**src/design/hslc_pkg.sv**
```systemverilog
// ----------------------------------------------------------------------------
// hslc_pkg
// Shared widths, constants and stage types of the HSL to RGB converter.
// ----------------------------------------------------------------------------
package hslc_pkg;

	localparam int HueW   = 9;
	localparam int PctW   = 7;
	localparam int ByteW  = 8;
	localparam int NumCh  = 3;
	localparam int FracW  = 14;	// p, q, d in units of 1/10000
	localparam int ArgW   = 11;	// hue argument in units of 1/1080 turn
	localparam int RampW  = 8;	// ramp position 0..180
	localparam int NumW   = 21;	// ramp numerator over 1800000
	localparam int RecipW = 26;
	localparam int RecipShift = 38;
	localparam int ProdW  = RecipShift + ByteW + 1;

	localparam int HueMax  = 360;
	localparam int PctMax  = 100;
	localparam int LitHalf = 50;
	localparam int Third   = 360;
	localparam int Turn    = 1080;
	localparam int Seg1    = 180;
	localparam int Seg2    = 540;
	localparam int Seg3    = 720;
	localparam int ByteMax = 255;

	// floor(n*17/120000) == (n*RecipMul) >> RecipShift for n < 2^21
	localparam logic [RecipW-1:0] RecipMul =
		RecipW'(((64'd17 << RecipShift) + 64'd119999) / 64'd120000);

	typedef struct packed {
		logic [FracW-1:0]                p;
		logic [FracW-1:0]                d;
		logic [NumCh-1:0][RampW-1:0]     x;
	} hslc_s1_t;

	typedef logic [NumCh-1:0][NumW-1:0]  hslc_num_t;
	typedef logic [NumCh-1:0][ByteW-1:0] hslc_rgb_t;

	function automatic logic [RampW-1:0] ramp_x(input logic [ArgW-1:0] t);
		logic [RampW-1:0] r;
		if (t < ArgW'(Seg1)) begin
			r = t[RampW-1:0];
		end else if (t < ArgW'(Seg2)) begin
			r = RampW'(Seg1);
		end else if (t < ArgW'(Seg3)) begin
			r = RampW'(ArgW'(Seg3) - t);
		end else begin
			r = '0;
		end
		return r;
	endfunction

endpackage

```
**src/design/hsl_to_rgb_converter_core.sv**
```systemverilog
// ----------------------------------------------------------------------------
// hsl_to_rgb_converter_core: HSL pixel to 8-bit RGB, four register stages.
// One pixel per cycle while the output is not back-pressured.
// Each stage holds under back-pressure; bubbles are squeezed out.
// arst_n clears all valid flags; data registers are not reset.
// ----------------------------------------------------------------------------
module hsl_to_rgb_converter_core (
	input  logic        clk,
	input  logic        arst_n,
	input  logic        s_axis_tvalid,
	output logic        s_axis_tready,
	input  logic [23:0] s_axis_tdata,	// hue_deg[8:0], sat_pct[15:9], light_pct[22:16], pad
	output logic        m_axis_tvalid,
	input  logic        m_axis_tready,
	output logic [23:0] m_axis_tdata	// red[7:0], green[15:8], blue[23:16]
);
	import hslc_pkg::*;

	logic      v_s1;
	logic      v_s2;
	logic      v_s3;
	logic      rdy1;
	logic      rdy2;
	logic      rdy3;
	logic      rdy4;
	hslc_s1_t  stage_s1;
	hslc_num_t num_s2;
	hslc_rgb_t rgb_s4;

	assign rdy4 = !m_axis_tvalid || m_axis_tready;
	assign rdy3 = !v_s3 || rdy4;
	assign rdy2 = !v_s2 || rdy3;
	assign rdy1 = !v_s1 || rdy2;
	assign s_axis_tready = rdy1;

	always_ff @(posedge clk or negedge arst_n) begin
		if (!arst_n) begin
			v_s1          <= 1'b0;
			v_s2          <= 1'b0;
			v_s3          <= 1'b0;
			m_axis_tvalid <= 1'b0;
		end else begin
			if (rdy1) begin
				v_s1 <= s_axis_tvalid;
			end
			if (rdy2) begin
				v_s2 <= v_s1;
			end
			if (rdy3) begin
				v_s3 <= v_s2;
			end
			if (rdy4) begin
				m_axis_tvalid <= v_s3;
			end
		end
	end

	hslc_front u_front (
		.clk       (clk),
		.en        (rdy1 && s_axis_tvalid),
		.hue_deg   (s_axis_tdata[8:0]),
		.sat_pct   (s_axis_tdata[15:9]),
		.light_pct (s_axis_tdata[22:16]),
		.stage_s1  (stage_s1)
	);

	hslc_ramp u_ramp (
		.clk      (clk),
		.en       (rdy2 && v_s1),
		.stage_s1 (stage_s1),
		.num_s2   (num_s2)
	);

	hslc_quant u_quant (
		.clk    (clk),
		.en3    (rdy3 && v_s2),
		.en4    (rdy4 && v_s3),
		.num_s2 (num_s2),
		.rgb_s4 (rgb_s4)
	);

	assign m_axis_tdata = {rgb_s4[2], rgb_s4[1], rgb_s4[0]};

	a_accept_fills_s1: assert property (@(posedge clk) disable iff (!arst_n)
		s_axis_tvalid && s_axis_tready |=> v_s1)
		else $error("accepted transaction not captured in stage 1");

	a_s3_holds: assert property (@(posedge clk) disable iff (!arst_n)
		v_s3 && !rdy3 |=> v_s3)
		else $error("stage 3 dropped a transaction under stall");

	a_empty_out_ready: assert property (@(posedge clk) disable iff (!arst_n)
		!m_axis_tvalid |-> s_axis_tready)
		else $error("input stalled while output stage is empty");

endmodule

```
**src/design/hslc_front.sv**
```systemverilog
// ----------------------------------------------------------------------------
// hslc_front
// Stage 1: input clamping, p/q construction, hue argument wrapping and ramp positions.
// ----------------------------------------------------------------------------
module hslc_front (
	input  logic                      clk,
	input  logic                      en,
	input  logic [hslc_pkg::HueW-1:0] hue_deg,
	input  logic [hslc_pkg::PctW-1:0] sat_pct,
	input  logic [hslc_pkg::PctW-1:0] light_pct,
	output hslc_pkg::hslc_s1_t        stage_s1
);
	import hslc_pkg::*;

	logic [HueW-1:0]  hue;
	logic [PctW-1:0]  sat;
	logic [PctW-1:0]  lit;
	logic [ArgW-1:0]  h3;
	logic [ArgW-1:0]  t_r;
	logic [ArgW-1:0]  t_b;
	logic [FracW-1:0] lsp;
	logic [14:0]      lit100;
	logic [14:0]      sat100;
	logic [14:0]      q15;
	logic [14:0]      p15;
	hslc_s1_t         nxt;

	always_comb begin
		hue = (hue_deg > HueW'(HueMax)) ? HueW'(HueMax) : hue_deg;
		sat = (sat_pct > PctW'(PctMax)) ? PctW'(PctMax) : sat_pct;
		lit = (light_pct > PctW'(PctMax)) ? PctW'(PctMax) : light_pct;

		h3  = ArgW'({hue, 1'b0}) + ArgW'(hue);
		t_r = h3 + ArgW'(Third);
		if (t_r > ArgW'(Turn)) begin
			t_r = t_r - ArgW'(Turn);
		end
		t_b = (h3 < ArgW'(Third)) ? h3 + ArgW'(Turn - Third) : h3 - ArgW'(Third);

		lsp    = FracW'(FracW'(lit) * FracW'(sat));
		lit100 = 15'(15'(lit) * 15'd100);
		sat100 = 15'(15'(sat) * 15'd100);
		q15    = (lit < PctW'(LitHalf)) ? lit100 + 15'(lsp) : lit100 + sat100 - 15'(lsp);
		p15    = 15'(15'(lit) * 15'd200) - q15;

		nxt.p    = p15[FracW-1:0];
		nxt.d    = q15[FracW-1:0] - p15[FracW-1:0];
		nxt.x[0] = ramp_x(t_r);
		nxt.x[1] = ramp_x(h3);
		nxt.x[2] = ramp_x(t_b);
	end

	always_ff @(posedge clk) begin
		if (en) begin
			stage_s1 <= nxt;
		end
	end

endmodule

```
**src/design/hslc_ramp.sv**
```systemverilog
// ----------------------------------------------------------------------------
// hslc_ramp
// Stage 2: ramp numerator p*180 + (q-p)*x for each channel.
// ----------------------------------------------------------------------------
module hslc_ramp (
	input  logic                clk,
	input  logic                en,
	input  hslc_pkg::hslc_s1_t  stage_s1,
	output hslc_pkg::hslc_num_t num_s2
);
	import hslc_pkg::*;

	hslc_num_t nxt;

	always_comb begin
		for (int c = 0; c < NumCh; c++) begin
			nxt[c] = NumW'(NumW'(stage_s1.p) * NumW'(Seg1))
			       + NumW'(NumW'(stage_s1.d) * NumW'(stage_s1.x[c]));
		end
	end

	always_ff @(posedge clk) begin
		if (en) begin
			num_s2 <= nxt;
		end
	end

endmodule

```
**src/design/hslc_quant.sv**
```systemverilog
// ----------------------------------------------------------------------------
// hslc_quant
// Stages 3 and 4: scale by 255/1800000 via reciprocal multiply, truncate, saturate at 255.
// ----------------------------------------------------------------------------
module hslc_quant (
	input  logic                clk,
	input  logic                en3,
	input  logic                en4,
	input  hslc_pkg::hslc_num_t num_s2,
	output hslc_pkg::hslc_rgb_t rgb_s4
);
	import hslc_pkg::*;

	logic [NumCh-1:0][ProdW-1:0] prod_s3;
	hslc_rgb_t                   nxt;

	always_ff @(posedge clk) begin
		if (en3) begin
			for (int c = 0; c < NumCh; c++) begin
				prod_s3[c] <= ProdW'(num_s2[c]) * ProdW'(RecipMul);
			end
		end
	end

	always_comb begin
		for (int c = 0; c < NumCh; c++) begin
			if (prod_s3[c][ProdW-1:RecipShift] > (ProdW - RecipShift)'(ByteMax)) begin
				nxt[c] = ByteW'(ByteMax);
			end else begin
				nxt[c] = prod_s3[c][RecipShift +: ByteW];
			end
		end
	end

	always_ff @(posedge clk) begin
		if (en4) begin
			rgb_s4 <= nxt;
		end
	end

endmodule
```
**config.mk**
```make
export PLATFORM = sky130hd
export DESIGN_NAME = hsl_to_rgb_converter_core
export DESIGN_NICKNAME = d
export VERILOG_FILES = /design/src/design/hslc_pkg.sv /design/src/design/hsl_to_rgb_converter_core.sv /design/src/design/hslc_front.sv /design/src/design/hslc_ramp.sv /design/src/design/hslc_quant.sv
export SDC_FILE = /design/constraint.sdc
export NUM_CORES = 2
export LEC_CHECK = 0
export ABC_AREA = 1
export BUFFER_PORTS_ARGS = -buffer_cell sky130_fd_sc_hd__buf_2
export CAP_MARGIN = 10
export CORE_ASPECT_RATIO = 0.5
export CORE_MARGIN = 3
export CORE_UTILIZATION = 55
export CTS_BUF_LIST = sky130_fd_sc_hd__clkbuf_8
export DETAILED_ROUTE_END_ITERATION = 10
export PLACE_DENSITY = 0.8
export SETUP_SLACK_MARGIN = 0.02
export SYNTH_ARGS = -nofsm -noshare
export SYNTH_HDL_FRONTEND = slang
export SYNTH_SLANG_ARGS = --single-unit
```
**constraint.sdc**
```tcl
create_clock -name clk -period 8.5 [get_ports clk]
set_input_delay 2.55 -clock clk [delete_from_list [all_inputs] [get_ports clk]]
set_output_delay 2.55 -clock clk [all_outputs]
set_load 0.02 [all_outputs]
```
==> impl_metrics.py <==
metrics = {
    "run_status": {
        "run_status": "finished with violations",
        "violations": "negative setup slack",
    },
    "global_routing": {
        "grt_pass1_wl_mm": 201,
        "grt_pass1_vias": 41800,
        "grt.total_usage_pct": 26.5,
        "antenna_found_initial": 1,
        "grt_max_degree": 61,
        "overflow": 0,
    },
    "detailed_routing": {
        "avgViaCountPerCell": 5.35,
        "drtAntennaViolNets": 0,
        "dr.pass1.iters": 7,
        "wl_met3_mm": 9.32,
        "routed_wl_mm": 122,
        "vias": 38600,
        "dr.max_layer_used": "met4",
        "routedWlPerCell_um": 16.9,
        "drcViolationCount": 0,
        "wl_met1_mm": 49.1,
        "drt-initial-drc-count": 2720,
        "met2_length_mm": 59.1,
    },
    "clocking": {
        "cts_tree": "done",
        "cts_buffers": 17,
        "clockRootBuffer": "clkbuf_8",
        "cts_buffer_depth": 2,
        "cts_sinks": 165,
        "cts.htree.levels": 4,
        "clk_latency_ns": 0.63,
        "path_clk_slew_ns": 0.14,
    },
    "placed_design": {
        "pre_cts_slack_ns": -2.00,
        "routabilityCongestion": 0.956,
        "placement.cell_area_um2": 53600,
        "portBuffers": 52,
        "dp_hpwl_mm": 103,
    },
    "sta": {
        "rsz0062_at_grt": "true",
        "finClkSkew_ns": 0.0388,
        "tightest_slew_ns": 1.10,
        "fin_setup_tns_ns": -7.42,
        "hold_viol": 0,
        "holdWs_ns": 0.472,
        "fmax_ghz": 0.101,
        "timing.final.ws_setup_ns": -1.39,
        "post-route-period-util_pct": 116,
        "slew_headroom_pct": 26.3,
        "slew_viol_final": 0,
        "final-setup-viol-count": 13,
        "min_period_ns": 9.89,
    },
    "setup_path": {
        "rr_worst_depth": 28,
        "start_kind": "input port",
        "r2r_start": "u_front.stage_s1[39]",
        "crit_start": "s_axis_tdata[16]",
        "crit_top_cell": "nand2_1",
        "crit_end": "u_front.stage_s1[37]",
        "path_max_fanout": 3,
        "worstPathRequired_ns": 8.88,
        "cp-end-kind": "flip-flop",
        "critPathKind": "in -> reg",
        "cp_slowest_cell": "fa_1",
        "r2r-end": "u_ramp.num_s2[41]",
        "slowest_delay_ns": 0.54,
        "cp.arrival_ns": 10.27,
        "rrSetupSlack_ns": 0.45,
    },
    "synthesis": {
        "synth_edf_count": 161,
        "syn_area_per_cell_um2": 8.73,
        "async_flop_share_pct": 2.42,
        "post_synth_num_cell_types": 59,
        "yosys_register_bits": 165,
        "yosysWarnings": 0,
        "ys.flop_type": "edfxtp_1",
        "synthCells": 5722,
        "synth_seq_area_share_pct": 9.88,
        "synth_area_um2": 50000,
    },
    "finish": {
        "register_area_um2": 4930,
        "area_growth_pct": 9.79,
        "multiInputGateArea_um2": 39400,
        "final_common_cell": "inv_1",
        "n_fill_cell": 7225,
        "layout-drive-gt1-share_pct": 9.04,
        "final_net_count": 7842,
        "final_cell_mix": "1628 x inv_1, 998 x ha_1, 785 x nand2_1, 784 x fa_1, 242 x a21oi_1",
        "final_cell_area_um2": 54800,
    },
    "floorplanning": {
        "ios": 54,
        "num_rows": 77,
        "die_w_um": 432,
        "die_y_um": 219,
        "fp.dieArea_um2": 94700,
        "initial_core_util_pct": 56.0,
        "core_um2": 89200,
    },
    "min_path": {
        "hp-class": "reg -> reg",
    },
    "job": {
        "maxCapViolations": 0,
    },
}
[through the flow]
stage | utilization (%) | cells
floorplan | - | 5748
global placement | 60.1 | 7140
detailed placement | 60.1 | 7140
CTS | 61.0 | 7193
global route | 61.5 | 7212
finish | 61.5 | 7213
[critical path: cells and delay by family]
family | cells | cell delay, ns
compound gates | 11 | 1.80
xor+xnor | 3 | 0.58
fa+ha+maj | 9 | 3.27
buf+inv | 9 | 0.70
simple gates | 13 | 1.34
[area by class of cell]
type	count	area share, %
antenna	1	0.00456
clock buffer	17	0.427
clock inverter	15	0.344
inverter	1659	11.4
multi-input combinational	3859	71.9
sequential	165	9.00
tap	1185	2.70
timing repair buffer	312	4.22
[kinds of logic (layout without fill, tap and decap cells)]
family	after synthesis	after routing	synth area share [%]
flip-flops	165	165	9.88
buffers and inverters	1724	2003	13.0
XOR/XNOR	183	183	3.21
adder cells (fa/ha/maj)	1800	1800	56.9
other	2	29	0.0150
AND/OR/NAND/NOR	1270	1270	10.5
AO/OA/AOI/OAI	578	578	6.57
[synth_stat cells (all sizes together), types with 2 or more instances]
cell type,number,area share (%)
o2111ai,5,0.088
edfxtp,161,9.7
nor4,13,0.16
a21o,11,0.17
nor2,248,1.9
o22ai,3,0.038
fa,784,31
and2,3,0.038
o31ai,10,0.16
or2,39,0.49
nand4,20,0.25
o21a,26,0.39
dfrtp,4,0.20
xor2,136,2.4
inv,1658,12
nor2b,2,0.025
conb,2,0.015
clkbuf,61,0.46
a32oi,2,0.035
a21oi,257,2.6
nand3b,5,0.075
a211oi,6,0.090
a21boi,10,0.15
xnor2,47,0.82
nand3,100,1.0
nor3,23,0.24
buf,4,0.058
a31oi,43,0.54
o211ai,12,0.18
o221ai,6,0.11
ha,1016,25
o21bai,17,0.26
nand2,815,6.2
o21ai,162,1.6
[flip-flops by register name, summed over array words and instances (netlist names)]
signal and cells:
m_axis_tvalid 1, u_front.stage_s1 50, u_quant.prod_s3 27, u_quant.rgb_s4 24, u_ramp.num_s2 60, v_s1 1, v_s2 1, v_s3 1
[routing by layer]
layer | GRT usage (%) | up-vias
li1 | - | 18100
met1 | 32.9 | 18800
met4 | 9.61 | 0
met5 | 0 | -
met2 | 46.4 | 1354
met3 | 4.69 | 324
[worst min path at each step]
stage	start	to	cells after the start
after floorplan	v_s3	m_axis_tvalid	2
after global placement	v_s2	v_s3	2
after global routing	u_quant.prod_s3[40]	u_quant.rgb_s4[2]	1
after detailed placement	v_s2	v_s3	2
final	u_quant.prod_s3[40]	u_quant.rgb_s4[2]	1
after CTS	u_quant.prod_s3[44]	u_quant.rgb_s4[6]	1
[what timing repair did]
action / 4_1_cts / 5_1_grt
resized for setup: 39 / 75
hold buffers: 0 / 0
pin swaps: 38 / 82
setup endpoints to repair: 13 / 15
setup buffers: 21 / 24
Power is not shown: default switching activity piles up to over one toggle a cycle in this logic, so the estimate is an artifact.
